===== src/hdl/vigenere_letter_cipher_top_assert.svh =====
// ----------------------------------------------------------------------------
// vigenere letter cipher assertion macros
// Concurrent assertion wrappers, compiled out for synthesis.
// ----------------------------------------------------------------------------
`ifndef VIGENERE_LETTER_CIPHER_TOP_ASSERT_SVH
`define VIGENERE_LETTER_CIPHER_TOP_ASSERT_SVH

`ifndef SYNTHESIS
// property checked on every clock edge outside reset
`define VLC_ASSERT(lbl, clk_i, rstn_i, prop) \
  lbl: assert property (@(posedge clk_i) disable iff (!rstn_i) (prop)) \
    else $error("vlc assertion failed");
// implication checked on every clock edge outside reset
`define VLC_ASSERT_IMP(lbl, clk_i, rstn_i, ante, cons) \
  lbl: assert property (@(posedge clk_i) disable iff (!rstn_i) (ante) |-> (cons)) \
    else $error("vlc assertion failed");
`else
`define VLC_ASSERT(lbl, clk_i, rstn_i, prop)
`define VLC_ASSERT_IMP(lbl, clk_i, rstn_i, ante, cons)
`endif

`endif


===== src/hdl/vlc_pkg.sv =====
// ----------------------------------------------------------------------------
// vlc_pkg
// Shared types and constants of the vigenere letter cipher.
// ----------------------------------------------------------------------------
`default_nettype none

package vlc_pkg;

  // alphabet and key limits
  localparam int unsigned ALPHA      = 26;
  localparam int unsigned KEY_MAX    = 16;
  localparam int unsigned LETTER_W   = 5;
  localparam int unsigned KEY_WORD_W = 40;
  localparam int unsigned KEY_LEN_W  = 5;
  localparam int unsigned KEY_POS_W  = 4;
  localparam int unsigned KEYS_PER_WORD = KEY_WORD_W / LETTER_W;

  // default queue depth between front and back
  localparam int unsigned QUEUE_DEPTH_DEF = 2;

  // configuration register indexes
  localparam int unsigned CFG_IDX_W = 2;
  localparam logic [CFG_IDX_W-1:0] REG_KEY_LOW  = 2'd0;
  localparam logic [CFG_IDX_W-1:0] REG_KEY_HIGH = 2'd1;
  localparam logic [CFG_IDX_W-1:0] REG_KEY_LEN  = 2'd2;
  localparam logic [CFG_IDX_W-1:0] REG_MODE     = 2'd3;

  // reset values, key "KEY"
  localparam logic [KEY_WORD_W-1:0] KEY_LOW_RST  = 40'd24714;
  localparam logic [KEY_WORD_W-1:0] KEY_HIGH_RST = 40'd0;
  localparam logic [KEY_LEN_W-1:0]  KEY_LEN_RST  = 5'd3;
  localparam logic                  MODE_RST     = 1'b0;

  // cipher modes
  localparam logic MODE_ENCRYPT = 1'b0;
  localparam logic MODE_DECRYPT = 1'b1;

  // configuration as seen by the datapath
  typedef struct packed {
    logic [KEY_WORD_W-1:0] key_low;
    logic [KEY_WORD_W-1:0] key_high;
    logic [KEY_LEN_W-1:0]  key_length;
    logic                  mode;
  } cfg_t;

  // classified item handed from front to back
  typedef struct packed {
    logic [LETTER_W-1:0] letter;
    logic [LETTER_W-1:0] shift;
    logic                mode;
  } item_t;

  // reduce a five-bit value modulo 26
  function automatic logic [LETTER_W-1:0] mod_alpha(input logic [LETTER_W-1:0] v);
    logic [LETTER_W-1:0] r;
    if (v >= LETTER_W'(ALPHA)) begin
      r = v - LETTER_W'(ALPHA);
    end else begin
      r = v;
    end
    return r;
  endfunction

endpackage

`default_nettype wire


===== src/hdl/vlc_front.sv =====
// ----------------------------------------------------------------------------
// vlc_front
// Accepts letters, tracks the key position and picks the shift for each one.
// ----------------------------------------------------------------------------
`default_nettype none

module vlc_front (
  input  wire logic                          clk,
  input  wire logic                          rst_n,
  input  wire vlc_pkg::cfg_t                 cfg,
  input  wire logic                          in_valid,
  output logic                               in_stall,
  input  wire logic [vlc_pkg::LETTER_W-1:0]  in_letter,
  input  wire logic                          in_message_start,
  input  wire logic                          q_full,
  output logic                               q_push,
  output vlc_pkg::item_t                     q_item
);

  localparam int unsigned LW  = vlc_pkg::LETTER_W;
  localparam int unsigned LNW = vlc_pkg::KEY_LEN_W;
  localparam int unsigned PW  = vlc_pkg::KEY_POS_W;
  localparam int unsigned KPW = vlc_pkg::KEYS_PER_WORD;

  logic [PW-1:0]  pos_r, pos_nxt;
  logic [LNW-1:0] eff_len;
  logic [LNW-1:0] cur_pos;
  logic [LNW-1:0] inc_pos;
  logic [LW-1:0]  key_letters [vlc_pkg::KEY_MAX];

  // unpack key letters from the two key words
  for (genvar g = 0; g < vlc_pkg::KEY_MAX; g++) begin : g_keys
    if (g < KPW) begin : g_low
      assign key_letters[g] = cfg.key_low[g*LW +: LW];
    end else begin : g_high
      assign key_letters[g] = cfg.key_high[(g-KPW)*LW +: LW];
    end
  end

  // effective key length, clamped to 1..KEY_MAX
  always_comb begin
    priority if (cfg.key_length == '0) begin
      eff_len = LNW'(1);
    end else if (cfg.key_length > LNW'(vlc_pkg::KEY_MAX)) begin
      eff_len = LNW'(vlc_pkg::KEY_MAX);
    end else begin
      eff_len = cfg.key_length;
    end
  end

  // position for this letter and the one after it
  always_comb begin
    if (in_message_start || ({1'b0, pos_r} >= eff_len)) begin
      cur_pos = '0;
    end else begin
      cur_pos = {1'b0, pos_r};
    end
    inc_pos = cur_pos + LNW'(1);
    if (inc_pos >= eff_len) begin
      pos_nxt = '0;
    end else begin
      pos_nxt = inc_pos[PW-1:0];
    end
  end

  // handshake and classified item
  assign in_stall      = q_full;
  assign q_push        = in_valid && !q_full;
  assign q_item.letter = vlc_pkg::mod_alpha(in_letter);
  assign q_item.shift  = vlc_pkg::mod_alpha(key_letters[cur_pos[PW-1:0]]);
  assign q_item.mode   = cfg.mode;

  // key position advances on each accepted beat
  always_ff @(posedge clk) begin
    if (!rst_n) begin
      pos_r <= '0;
    end else if (q_push) begin
      pos_r <= pos_nxt;
    end
  end

endmodule

`default_nettype wire


===== src/hdl/vlc_queue.sv =====
// ----------------------------------------------------------------------------
// vlc_queue
// Small first-in first-out queue between the front and the back.
// ----------------------------------------------------------------------------
`default_nettype none

`include "vigenere_letter_cipher_top_assert.svh"

module vlc_queue #(
  parameter int unsigned DEPTH = vlc_pkg::QUEUE_DEPTH_DEF
) (
  input  wire logic           clk,
  input  wire logic           rst_n,
  input  wire logic           push,
  input  wire vlc_pkg::item_t push_item,
  output logic                full,
  input  wire logic           pop,
  output logic                q_valid,
  output vlc_pkg::item_t      q_item
);

  localparam int unsigned AW = (DEPTH > 1) ? $clog2(DEPTH) : 1;
  localparam int unsigned CW = $clog2(DEPTH + 1);

  vlc_pkg::item_t entry_r [DEPTH];
  logic [AW-1:0]  wr_ptr_r, wr_ptr_nxt;
  logic [AW-1:0]  rd_ptr_r, rd_ptr_nxt;
  logic [CW-1:0]  count_r, count_nxt;

  // status
  assign full    = (count_r == CW'(DEPTH));
  assign q_valid = (count_r != '0);
  assign q_item  = entry_r[rd_ptr_r];

  // pointer wrap and occupancy
  always_comb begin
    wr_ptr_nxt = wr_ptr_r;
    rd_ptr_nxt = rd_ptr_r;
    count_nxt  = count_r;
    if (push) begin
      wr_ptr_nxt = (wr_ptr_r == AW'(DEPTH - 1)) ? '0 : wr_ptr_r + AW'(1);
    end
    if (pop) begin
      rd_ptr_nxt = (rd_ptr_r == AW'(DEPTH - 1)) ? '0 : rd_ptr_r + AW'(1);
    end
    unique case ({push, pop})
      2'b10:   count_nxt = count_r + CW'(1);
      2'b01:   count_nxt = count_r - CW'(1);
      default: count_nxt = count_r;
    endcase
  end

  always_ff @(posedge clk) begin
    if (!rst_n) begin
      wr_ptr_r <= '0;
      rd_ptr_r <= '0;
      count_r  <= '0;
    end else begin
      wr_ptr_r <= wr_ptr_nxt;
      rd_ptr_r <= rd_ptr_nxt;
      count_r  <= count_nxt;
    end
  end

  // entry storage
  always_ff @(posedge clk) begin
    if (push) begin
      entry_r[wr_ptr_r] <= push_item;
    end
  end

  // checks
  `VLC_ASSERT(a_count_bound, clk, rst_n, count_r <= CW'(DEPTH))
  `VLC_ASSERT(a_no_overflow, clk, rst_n, !(push && full))
  `VLC_ASSERT(a_no_underflow, clk, rst_n, !(pop && !q_valid))
  `VLC_ASSERT_IMP(a_count_up, clk, rst_n, $past(rst_n) && $past(push) && !$past(pop), count_r == $past(count_r) + CW'(1))

endmodule

`default_nettype wire


===== src/hdl/vlc_back.sv =====
// ----------------------------------------------------------------------------
// vlc_back
// Applies the shift modulo 26 and holds the result in the output register.
// ----------------------------------------------------------------------------
`default_nettype none

module vlc_back (
  input  wire logic                          clk,
  input  wire logic                          rst_n,
  input  wire logic                          q_valid,
  input  wire vlc_pkg::item_t                q_item,
  output logic                               q_pop,
  output logic                               out_valid,
  input  wire logic                          out_stall,
  output logic [vlc_pkg::LETTER_W-1:0]       out_result_letter
);

  localparam int unsigned LW = vlc_pkg::LETTER_W;

  logic          out_valid_r, out_valid_nxt;
  logic [LW-1:0] result_r, result_nxt;
  logic [LW:0]   sum;
  logic [LW:0]   diff;

  // shift forward or backward, wrapping at the alphabet size
  always_comb begin
    sum  = {1'b0, q_item.letter} + {1'b0, q_item.shift};
    diff = {1'b0, q_item.letter} - {1'b0, q_item.shift};
    unique case (q_item.mode)
      vlc_pkg::MODE_DECRYPT: begin
        if (q_item.letter >= q_item.shift) begin
          result_nxt = diff[LW-1:0];
        end else begin
          result_nxt = LW'(diff + (LW+1)'(vlc_pkg::ALPHA));
        end
      end
      default: begin
        if (sum >= (LW+1)'(vlc_pkg::ALPHA)) begin
          result_nxt = LW'(sum - (LW+1)'(vlc_pkg::ALPHA));
        end else begin
          result_nxt = sum[LW-1:0];
        end
      end
    endcase
  end

  // load output register when empty or being taken
  assign q_pop = q_valid && (!out_valid_r || !out_stall);

  always_comb begin
    if (q_pop) begin
      out_valid_nxt = 1'b1;
    end else if (!out_stall) begin
      out_valid_nxt = 1'b0;
    end else begin
      out_valid_nxt = out_valid_r;
    end
  end

  always_ff @(posedge clk) begin
    if (!rst_n) begin
      out_valid_r <= 1'b0;
    end else begin
      out_valid_r <= out_valid_nxt;
    end
  end

  always_ff @(posedge clk) begin
    if (q_pop) begin
      result_r <= result_nxt;
    end
  end

  assign out_valid         = out_valid_r;
  assign out_result_letter = result_r;

endmodule

`default_nettype wire


===== src/hdl/vigenere_letter_cipher_top.sv =====
// ----------------------------------------------------------------------------
// vigenere_letter_cipher_top
// Vigenere letter cipher with programmable key of up to sixteen letters.
// ----------------------------------------------------------------------------
// Takes one letter (0 is A) per cycle while in_stall is low and returns one
// shifted letter for each, in order. A beat with message_start set uses key
// letter 0; the key position then advances and wraps at key_length (0 acts as
// 1, above 16 as 16). Letters and key letters of 26..31 are reduced modulo 26
// first. Each letter is held in the queue after the classifying front and
// then registered in the output register of the shift stage. After reset the
// key is "KEY" in encrypt mode. Write the configuration only while no letters
// are in flight.
`default_nettype none

module vigenere_letter_cipher_top #(
  parameter int unsigned QUEUE_DEPTH = vlc_pkg::QUEUE_DEPTH_DEF
) (
  input  wire logic                             clk,
  input  wire logic                             rst_n,
  // configuration
  input  wire logic                             cfg_wr_en,
  input  wire logic [vlc_pkg::CFG_IDX_W-1:0]    cfg_index,
  input  wire logic [vlc_pkg::KEY_WORD_W-1:0]   cfg_wdata,
  // input letters
  input  wire logic                             in_valid,
  output logic                                  in_stall,
  input  wire logic [vlc_pkg::LETTER_W-1:0]     in_letter,
  input  wire logic                             in_message_start,
  // result letters
  output logic                                  out_valid,
  input  wire logic                             out_stall,
  output logic [vlc_pkg::LETTER_W-1:0]          out_result_letter
);

  vlc_pkg::cfg_t  cfg_r, cfg_nxt;
  vlc_pkg::item_t push_item;
  vlc_pkg::item_t q_item;
  logic           q_push;
  logic           q_full;
  logic           q_pop;
  logic           q_valid;

  // configuration register writes
  always_comb begin
    cfg_nxt = cfg_r;
    if (cfg_wr_en) begin
      unique case (cfg_index)
        vlc_pkg::REG_KEY_LOW:  cfg_nxt.key_low    = cfg_wdata;
        vlc_pkg::REG_KEY_HIGH: cfg_nxt.key_high   = cfg_wdata;
        vlc_pkg::REG_KEY_LEN:  cfg_nxt.key_length = cfg_wdata[vlc_pkg::KEY_LEN_W-1:0];
        vlc_pkg::REG_MODE:     cfg_nxt.mode       = cfg_wdata[0];
        default:               cfg_nxt = cfg_r;
      endcase
    end
  end

  always_ff @(posedge clk) begin
    if (!rst_n) begin
      cfg_r.key_low    <= vlc_pkg::KEY_LOW_RST;
      cfg_r.key_high   <= vlc_pkg::KEY_HIGH_RST;
      cfg_r.key_length <= vlc_pkg::KEY_LEN_RST;
      cfg_r.mode       <= vlc_pkg::MODE_RST;
    end else begin
      cfg_r <= cfg_nxt;
    end
  end

  // front: accept and classify
  vlc_front u_front (
    .clk              (clk),
    .rst_n            (rst_n),
    .cfg              (cfg_r),
    .in_valid         (in_valid),
    .in_stall         (in_stall),
    .in_letter        (in_letter),
    .in_message_start (in_message_start),
    .q_full           (q_full),
    .q_push           (q_push),
    .q_item           (push_item)
  );

  // queue between front and back
  vlc_queue #(
    .DEPTH (QUEUE_DEPTH)
  ) u_queue (
    .clk       (clk),
    .rst_n     (rst_n),
    .push      (q_push),
    .push_item (push_item),
    .full      (q_full),
    .pop       (q_pop),
    .q_valid   (q_valid),
    .q_item    (q_item)
  );

  // back: shift and output register
  vlc_back u_back (
    .clk               (clk),
    .rst_n             (rst_n),
    .q_valid           (q_valid),
    .q_item            (q_item),
    .q_pop             (q_pop),
    .out_valid         (out_valid),
    .out_stall         (out_stall),
    .out_result_letter (out_result_letter)
  );

endmodule

`default_nettype wire

===== config.mk =====
export PLATFORM = sky130hd
export DESIGN_NAME = vigenere_letter_cipher_top
export DESIGN_NICKNAME = d
export VERILOG_FILES = /design/src/hdl/vlc_pkg.sv /design/src/hdl/vlc_front.sv /design/src/hdl/vlc_queue.sv /design/src/hdl/vlc_back.sv /design/src/hdl/vigenere_letter_cipher_top.sv
export VERILOG_INCLUDE_DIRS = /design/src /design/src/hdl
export SDC_FILE = /design/constraint.sdc
export NUM_CORES = 1
export LEC_CHECK = 0
export BUFFER_PORTS_ARGS = -buffer_cell sky130_fd_sc_hd__buf_2
export CAP_MARGIN = 30
export CORE_UTILIZATION = 54
export DETAILED_ROUTE_END_ITERATION = 7
export PLACE_DENSITY = 0.78
export SYNTH_ARGS = -nofsm -noshare
export SYNTH_HDL_FRONTEND = slang
export SYNTH_SLANG_ARGS = --single-unit
export TNS_END_PERCENT = 30

===== constraint.sdc =====
create_clock -name clk -period 3.1 [get_ports clk]
set_input_delay 0.155 -clock clk [delete_from_list [all_inputs] [get_ports clk]]
set_output_delay 0.155 -clock clk [all_outputs]
set_load 0.005 [all_outputs]

==> flow_summary.ini, run 1 <==
[timing]
worst_slack_ns = -0.0849
slew_headroom = 0.392
slew_viol_final = 0
finClkSkew_ns = 0.00656
hold_viol = 0
final-setup-viol-count = 4
tns_ns = -0.299
rsz0062_at_grt = true
fmax_mhz = 314
timing.final.crit_share = 1.03
period_minus_slack_ns = 3.18
worst_pin_slew_ns = 0.908

[detailed_routing]
via_per_inst = 5.75
ant_nets = 0
drtPass1Iterations = 7
routed_wirelength_mm = 15.8
drc = 1
drtIter0Drc = 393
num_vias = 5488
wl_per_cell_um = 16.6

[worst_setup_path]
critical_path_peak_fanout = 5
required_ns = 3.46
crit_path_start_kind = flip-flop
path_class = flip-flop to flip-flop
r2r_slack_ns = -0.08
regToRegEndpoint = u_front.pos_r[3]
arrival_ns = 3.54
timing.rr.start = cfg_r[4]
r2r_cells = 16
endpoint_kind = flip-flop

[floorplanning]
rows = 39
fp.dieH_um = 112
ioPinCount = 60
coreArea_sq_mm = 0.0116
fp.dieW_um = 112
die-area_sq_mm = 0.0125
start_util = 0.562

[yosys]
synth_seq_cells = 123
syn_nets = 783
synthMuxAreaShare = 0.0839
syn_area_sq_mm = 0.00650
synth_top_area_cell = dfxtp_1
ys_types = 75
ys_top_cells_by_count = 178 x nand2_1, 96 x dfxtp_1, 78 x a21boi_0
synthSimpleGateAreaFrac = 0.163
synthXorXnorAreaFrac = 0.0189
synth_compound_area_frac = 0.213
synth_top_area_frac = 0.296
yosys-top-cells-area = dfxtp_1 30%, edfxtp_1 12%, nand2_1 10%, a21boi_0 9.0%, ha_1 4.8%
synthMostInstantiatedCell = nand2_1
synth_top_family_by_area = compound AO/OA/AOI/OAI gates
async_flop_share = 0
yosysWarningCount = 0
syn_avg_cell_area_sq_um = 9.24
synthAdderAreaFrac = 0.0543
netlist_instances = 703
ys_seq_area_frac = 0.420
synth_edf_count = 27
synth_flop_cell = dfxtp_1

[place]
dpl_worst_slack_ns = -0.101
io_buffers = 59
place_congestion = 0.917
placed_cell_area_sq_mm = 0.00696
place_hpwl_mm = 10.4

[global_routing]
first_global_vias = 5412
grt_max_degree = 59
grt_usage = 0.264
gr-total-overflow = 0
antenna_found_initial = 0
grt_pass1_wl_mm = 25.8

[flow_run]
maxCapViolCount = 0

[status]
status = complete, but fails checks
violations = DRC, setup timing

[clocking]
cts_max_level = 4
numCtsBuffers = 17
cts_tree = yes
cts_max_path_buffers = 2
cts_root_buf = clkbuf_16
clkTransAtPathRegs_ns = 0.06
worstSkewPairLatency_ns = 0.42
clock-sinks = 123

[final_layout]
finalInstanceArea_sq_mm = 0.00800
syn_to_final_growth_pct = 23.1
layout.nets = 879
diodes = 0
drive_gt1_frac = 0.225
nFillCells = 859

[worst_hold_path]
hold_class = input port to flip-flop
hp-start = cfg_wdata[20]
hold_end = cfg_r[66]
hold-path-cell-count = 3

[pwr]
finalPower_mw = 5.66
power.density_mw_per_mm2 = 708
ir_drop_v = 0.000376
p_leak_nw = 3.11
## cell type report
cell class | count | area, sq um | share of cell area
Multi-Input combinational cell | 512 | 3600 | 0.450
Sequential cell | 123 | 2740 | 0.342
Timing Repair Buffer | 120 | 822 | 0.103
Clock buffer | 26 | 531 | 0.0663
Tap cell | 143 | 179 | 0.0224
Inverter | 25 | 93.8 | 0.0117
Clock inverter | 6 | 32.5 | 0.00407
## registers in the layout (all words and copies together), names as in the netlist, named ones only
name / cells
u_back.out_result_letter: 5
cfg_r: 86
u_queue.count_r: 2
u_queue.entry_r: 22
u_front.pos_r: 4
u_back.out_valid: 1
u_queue.wr_ptr_r: 1
u_queue.rd_ptr_r: 1
## placed cells by master (no fill, tap or decap), types with 4 or more instances in the layout
cell type        n
buf_4           34
edfxtp_1        27
mux4_2           9
nor2b_1         10
nand2_1        177
nand3_1          7
dlygate4sd3_1   26
inv_1           21
a21oi_1         19
inv_2            4
nand2b_1         5
mux2i_1         25
and2_1           4
a211oi_1         7
o21bai_1         4
o21a_1           7
buf_2           59
xnor2_1          7
clkbuf_8         5
nor2_1          17
o21ai_0          7
dfxtp_1         93
a21boi_0        78
clkinv_2         5
xor2_1           5
mux2_2           6
a21o_1           7
clkbuf_16       18
o211ai_1         7
ha_1            21
## power by group
group / switching, mW / internal (mW)
combinational: 1.02 / 0.881
sequential: 0.0723 / 1.85
clock: 0.674 / 1.17
## cells by family (layout without fill, tap and decap cells)
logic type                 after synthesis  in the layout
and+or+nand+nor                        246            246
xor gates and xnor gates                14             14
AOI/OAI and AO/OA                      183            183
adders and majority gates               27             27
DFF                                    123            123
muxes                                   42             42
buffers and inverters                   68            177
## how the worst max path moves through the flow
| stage | cells past startpoint | start | to |
|---|---|---|---|
| after CTS | 16 | cfg_r[2] | u_front.pos_r[3] |
| after floorplan | 16 | u_front.pos_r[0] | u_front.pos_r[3] |
| after global placement | 16 | cfg_r[2] | u_front.pos_r[1] |
| after global routing | 16 | cfg_r[4] | u_front.pos_r[1] |
| final | 16 | cfg_r[4] | u_front.pos_r[3] |
| after detailed placement | 16 | cfg_r[2] | u_front.pos_r[3] |
## per-layer routing
layer / track usage / vias up / wire length (um)
met2: 0.448 / 163 / 7820
met5: 0 / - / 0
li1: - / 2652 / -
met3: 0.0680 / 39 / 784
met4: 0.110 / 0 / 399
met1: 0.319 / 2634 / 6850
## critical path, stage by stage (launching register included)
cell	delay, ns
dfxtp_2	0.32
nor3_2	0.17
nor2_1	0.07
nor2_1	0.13
ha_1	0.28
nor2b_2	0.16
o21a_4	0.19
buf_6	0.12
o211ai_1	0.08
buf_4	0.18
xnor2_2	0.18
ha_1	0.27
a21o_1	0.19
a21o_1	0.21
a211oi_4	0.31
a22oi_1	0.13
nor2b_1	0.14
## metrics by stage
stage / std cells / util / hold slack [ns]
floorplan: 703 / - / 0.254
global placement: 886 / 0.602 / 0.361
detailed placement: 886 / 0.602 / 0.372
CTS: 947 / 0.678 / 0.00000916
global route: 955 / 0.692 / 0.00535
finish: 955 / 0.692 / 0.00893
## timing repair
action,4_1_cts,5_1_grt
setup endpoints to repair,5,14
hold buffers,25,1
buffers inserted,4,6
resized for setup,9,20
cloned,0,0
pin swaps,9,16
endpoints found under the hold margin,38,1
(Power assumes the default switching activity.)
==> run 2: changes to the inputs <==
--- a/config.mk
+++ b/config.mk
@@ -6,12 +6,13 @@
 export SDC_FILE = /design/constraint.sdc
 export NUM_CORES = 1
 export LEC_CHECK = 0
-export BUFFER_PORTS_ARGS = -buffer_cell sky130_fd_sc_hd__buf_2
+export BUFFER_PORTS_ARGS = -buffer_cell sky130_fd_sc_hd__buf_4
 export CAP_MARGIN = 30
 export CORE_UTILIZATION = 54
 export DETAILED_ROUTE_END_ITERATION = 7
 export PLACE_DENSITY = 0.78
 export SYNTH_ARGS = -nofsm -noshare
 export SYNTH_HDL_FRONTEND = slang
+export SYNTH_HIERARCHICAL = 1
 export SYNTH_SLANG_ARGS = --single-unit
 export TNS_END_PERCENT = 30
==> run 2 against run 1 <==
Compared with the run above:
- the run ends with setup timing left
- combinational power up 6%
- clock skew down 0.00069 ns
- critical path type unchanged
- largest power group is now combinational cells
- die area up 3.7%
- global-route usage down 1.6 points
==> flow_summary.ini, run 2 <==
[clocking]
cts_max_path_buffers = 2
clkTransAtPathRegs_ns = 0.06
numCtsBuffers = 17
clock-sinks = 123
cts_root_buf = clkbuf_16
worstSkewPairLatency_ns = 0.42
cts_tree = yes
cts_max_level = 4

[worst_setup_path]
path_class = flip-flop to flip-flop
cp_slowest_cell = a211oi_4
crit_chain = nor3_2, nor2_1, nor2_2, ha_1, nand2b_4, a31oi_4, o21a_4, nand2_2, inv_2, ha_4, ha_4, a21o_1, a21o_1, a21o_1, a211oi_4, a22oi_1, nor2b_1
arrival_ns = 3.59
crit_path_start_kind = flip-flop
slowest_delay_ns = 0.36
required_ns = 3.45
endpoint_kind = flip-flop
crit_family = compound AO/OA/AOI/OAI gates
path_common_cell = a21o_1
critical_path_peak_fanout = 5
worst-path-buf-inv = 1

[detailed_routing]
num_vias = 5181
routed_wirelength_mm = 15.3
ant_nets = 0
wl_per_cell_um = 16.7
drtPass1Iterations = 6
via_per_inst = 5.67
drtIter0Drc = 360
drc = 0

[final_layout]
syn_to_final_growth_pct = 19.3
layout_commonest_cell = nand2_1
largest_reg_flops = 86
diodes = 0
layout_common_cells = 136 x nand2_1, 93 x dfxtp_1, 89 x mux2i_1, 81 x buf_4, 27 x edfxtp_1
regMostFlops = cfg_r
drive_gt1_frac = 0.244
utilization = 0.664
layout.nets = 812
instances_no_fill = 913

[floorplanning]
fp.dieH_um = 114
start_util = 0.557
fp.dieW_um = 114
die-area_sq_mm = 0.0129
coreArea_sq_mm = 0.0121
ioPinCount = 60
rows = 40

[global_routing]
gr-total-overflow = 0
grt_max_degree = 69
grt_pass1_wl_mm = 25.0
grt_usage = 0.249
first_global_vias = 5370
antenna_found_initial = 0

[timing]
final-setup-viol-count = 4
slew_viol_final = 0
period_minus_slack_ns = 3.23
fmax_mhz = 309
rsz0062_at_grt = true
timing.final.crit_share = 1.04
worst_pin_slew_ns = 0.980
slew_headroom = 0.341
finClkSkew_ns = 0.00587
hold_viol = 0
worst_slack_ns = -0.133

[worst_hold_path]
hold_class = input port to flip-flop

[status]
violations = setup timing
status = complete, but fails checks

[yosys]
synth_seq_cells = 123
ys_seq_area_frac = 0.405
syn_avg_cell_area_sq_um = 10.0
synthMostInstantiatedCell = nand2_1
ys_types = 77
synth_top_area_frac = 0.285
syn_nets = 752
synth_edf_count = 27
ys_top_cells_by_count = 138 x nand2_1, 96 x dfxtp_1, 89 x mux2i_1
yosysWarningCount = 6
async_flop_share = 0
synth_top_area_cell = dfxtp_1
yosys-top-cells-area = dfxtp_1 29%, mux2i_1 13%, edfxtp_1 12%, nand2_1 7.7%, ha_1 4.6%
netlist_instances = 672
syn_area_sq_mm = 0.00674
synth_flop_cell = dfxtp_1

[place]
io_buffers = 59
place_congestion = 0.864
placed_cells = 876
place_hpwl_mm = 10.5

[pwr]
p_comb_frac = 0.350
clockPowerShare = 0.319
p_int_mw = 3.89
sw_frac_of_total = 0.325
p_sw_mw = 1.87
seqPwrFrac = 0.331
ir_drop_v = 0.000326
power.density_mw_per_mm2 = 716
p_leak_nw = 3.50

[flow_run]
maxCapViolCount = 0
[run 2: cells by family after synthesis]
logic type,Yosys count,share of synthesized area
AND/OR/NAND/NOR,223,0.158
buffers and inverters,73,0.0579
AO/OA/AOI/OAI,97,0.110
XOR/XNOR,12,0.0156
flip-flops,123,0.405
multiplexers,117,0.201
adder cells (fa/ha/maj),27,0.0523
[run 2: tightest hold or removal path, delay by kind of cell]
family,cells,cell delay (ns)
and+or+nand+nor,1,0.05
buffers and inverters,1,0.08
muxes,1,0.11
[run 2: power by group through the flow]
stage,clock [mW],combinational [mW],sequential [mW]
5_1_grt,1.93,2.21,1.93
3_5_place_dp,0,1.93,1.94
3_3_place_gp,0,1.85,1.93
2_1_floorplan,0,1.51,1.92
4_1_cts,1.86,1.96,1.91
6_report,1.84,2.01,1.91
[run 2: per-layer routing]
metal,global-route usage,wire [um],vias up
li1,-,-,2502
met2,0.440,7900,131
met3,0.0579,614,35
met1,0.282,6310,2513
met4,0.121,439,0
met5,0,0,-
[run 2: path summary, 6_finish.rpt]
path | cells after the start | slack [ns] | from | endpoint
worst max register to register | 17 | -0.13 | cfg_r[4] | u_front/pos_r[0]
worst min-delay path | 3 | 0.01 | cfg_wdata[30] | cfg_r[36]
worst max-delay path | 17 | -0.13 | cfg_r[4] | u_front/pos_r[0]
worst min register to register | 2 | 0.45 | cfg_r[78] | cfg_r[78]
[run 2: metrics by stage]
step | setup slack [ns] | hold slack (ns) | TNS, ns | cell area, sq um | total power [mW]
after floorplan | 0.0154 | 0.273 | 0 | 6800 | 3.44
after global placement | 0.0954 | 0.360 | 0 | 7370 | 3.79
after detailed placement | -0.0579 | 0.363 | -0.187 | 7370 | 3.88
after CTS | -0.0850 | 0.00170 | -0.297 | 7960 | 5.72
after global routing | -0.255 | 0.0181 | -1.38 | 8040 | 6.07
final | -0.133 | 0.0134 | -0.473 | 8040 | 5.76
[run 2: final cells by class]
class / count / area, sq um
Timing Repair Buffer: 86 / 688
Clock inverter: 15 / 128
Clock buffer: 17 / 425
Sequential cell: 123 / 2740
Inverter: 28 / 105
Multi-Input combinational cell: 476 / 3750
Fill cell: 942 / 4070
Tap cell: 168 / 210
[run 2: what timing repair did]
action / CTS / global route
cloned: 0 / 0
endpoints found under the hold margin: 3 / 0
resized for setup: 6 / 14
setup buffers: 0 / 3
pin swaps: 2 / 7
hold buffers: 2 / 0
endpoints found under the setup margin: 6 / 12
==> run 3: changes to the inputs <==
--- a/config.mk
+++ b/config.mk
@@ -10,7 +10,9 @@
 export CAP_MARGIN = 30
 export CORE_UTILIZATION = 54
 export DETAILED_ROUTE_END_ITERATION = 7
+export HOLD_SLACK_MARGIN = 0.05
 export PLACE_DENSITY = 0.78
+export RECOVER_POWER = 100
 export SYNTH_ARGS = -nofsm -noshare
 export SYNTH_HDL_FRONTEND = slang
 export SYNTH_HIERARCHICAL = 1
==> run 3 against run 2 <==
Compared with the run above:
- the flow still finishes with violations (setup timing)
- fmax about the same
- final cell count up 3.5%
- clock skew about the same
- worst hold slack better by 0.044 ns
- via count up 3.2%
- clock power about the same
- sequential power about the same
- non-clock buffer count up 32
- combinational power up 2%
- clock-buffer cell count unchanged
==> flow_summary.ini, run 3 (synthesis gave the netlist of run 2 again) <==
[worst_setup_path]
crit_family = compound AO/OA/AOI/OAI gates
slowest_delay_ns = 0.36
critical_path_peak_fanout = 5
arrival_ns = 3.59
path_common_cell = a21o_1
worst-path-buf-inv = 1
required_ns = 3.45
crit_chain = nor3_2, nor2_1, nor2_2, ha_1, nand2b_4, a31oi_4, o21a_4, nand2_2, inv_2, ha_4, ha_4, a21o_1, a21o_1, a21o_1, a211oi_4, a22oi_1, nor2b_1
endpoint_kind = flip-flop
crit_path_start_kind = flip-flop
cp_slowest_cell = a211oi_4
path_class = flip-flop to flip-flop

[final_layout]
syn_to_final_growth_pct = 24.0
layout_common_cells = 136 x nand2_1, 93 x dfxtp_1, 89 x mux2i_1, 79 x buf_4, 34 x dlygate4sd3_1
largest_reg_flops = 86
regMostFlops = cfg_r
diodes = 0
layout_commonest_cell = nand2_1
drive_gt1_frac = 0.232
layout.nets = 844
utilization = 0.690

[pwr]
p_comb_frac = 0.354
p_leak_nw = 3.62
p_int_mw = 3.91
sw_frac_of_total = 0.326
ir_drop_v = 0.000347
p_sw_mw = 1.89
power.density_mw_per_mm2 = 695
seqPwrFrac = 0.329
finalPower_mw = 5.80
clockPowerShare = 0.318

[detailed_routing]
via_per_inst = 5.66
drc = 0
routed_wirelength_mm = 15.8
wl_per_cell_um = 16.8
num_vias = 5349
ant_nets = 0
drtIter0Drc = 324
drtPass1Iterations = 6

[floorplanning]
fp.dieH_um = 114
fp.dieW_um = 114
start_util = 0.557
coreArea_sq_mm = 0.0121
rows = 40
die-area_sq_mm = 0.0129
ioPinCount = 60

[timing]
tns_ns = -0.476
slew_headroom = 0.339
final-setup-viol-count = 4
period_minus_slack_ns = 3.23
hold_viol = 0
worst_pin_slew_ns = 0.983
rsz0062_at_grt = true
fmax_mhz = 309
worst_slack_ns = -0.134
timing.final.crit_share = 1.04
slew_viol_final = 0
hold_slack_ns = 0.0572
finClkSkew_ns = 0.00621

[global_routing]
antenna_found_initial = 0
first_global_vias = 5570
grt_pass1_wl_mm = 25.8
grt_usage = 0.257
gr-total-overflow = 0
grt_max_degree = 69

[place]
place_congestion = 0.864
dpl_worst_slack_ns = -0.0579
place_hpwl_mm = 10.5
io_buffers = 59

[clocking]
clock-sinks = 123
numCtsBuffers = 17
cts_max_level = 4
clkTransAtPathRegs_ns = 0.06
cts_max_path_buffers = 2
cts_root_buf = clkbuf_16
worstSkewPairLatency_ns = 0.42
cts_tree = yes

[flow_run]
maxCapViolCount = 0

[status]
status = complete, but fails checks
violations = setup timing

[worst_hold_path]
hold_class = input port to flip-flop
-- run 3: cell types whose count changed in the layout (fill, tap and decap cells not counted), sizes merged --
cell,delta
clkbuf,+2
dlygate4sd3,+32
buf,-2
-- run 3: power by group through the flow --
stage | registers, mW | clock network [mW] | logic [mW]
after floorplan | 1.92 | 0 | 1.51
after global placement | 1.93 | 0 | 1.85
after detailed placement | 1.94 | 0 | 1.93
after CTS | 1.91 | 1.86 | 1.99
after global routing | 1.93 | 1.93 | 2.25
final | 1.91 | 1.84 | 2.05
-- run 3: worst min-delay path, cell delays in order --
cell	delay, ns
buf_4	0.08
nand2_1	0.07
mux2i_1	0.12
-- run 3: layout make-up --
| cell class | count | area [sq um] |
|---|---|---|
| Multi-Input combinational cell | 476 | 3750 |
| Timing Repair Buffer | 118 | 1000 |
| Tap cell | 168 | 210 |
| Sequential cell | 123 | 2740 |
| Inverter | 28 | 105 |
| Clock inverter | 15 | 128 |
| Fill cell | 903 | 3750 |
| Clock buffer | 17 | 425 |
-- run 3: per-stage QoR --
step	area, sq um	std cells
2_1_floorplan	6800	672
3_3_place_gp	7370	876
3_5_place_dp	7370	876
4_1_cts	8280	942
5_1_grt	8360	945
6_report	8360	945
-- run 3: routing by layer --
layer,GRT usage,up-vias,part of all wire
met5,0,-,0
met4,0.121,0,0.029
met3,0.0574,40,0.042
met2,0.466,166,0.53
met1,0.285,2573,0.40
li1,-,2570,-
-- run 3: worst paths after layout --
kind / from / end / slack, ns / cells past startpoint
worst max register to register: cfg_r[4] / u_front/pos_r[0] / -0.13 / 17
worst min register to register: cfg_r[78] / cfg_r[78] / 0.45 / 2
worst min-delay path: cfg_wdata[29] / cfg_r[35] / 0.06 / 3
worst max-delay path: cfg_r[4] / u_front/pos_r[0] / -0.13 / 17
-- run 3: what timing repair did --
| item | CTS | global route |
|---|---|---|
| gates resized for setup | 6 | 14 |
| setup buffers | 0 | 3 |
| hold buffers | 34 | 0 |
| endpoints found under the hold margin | 60 | 0 |
| pin swaps | 2 | 7 |
| endpoints found under the setup margin | 6 | 12 |
| cloned | 0 | 0 |
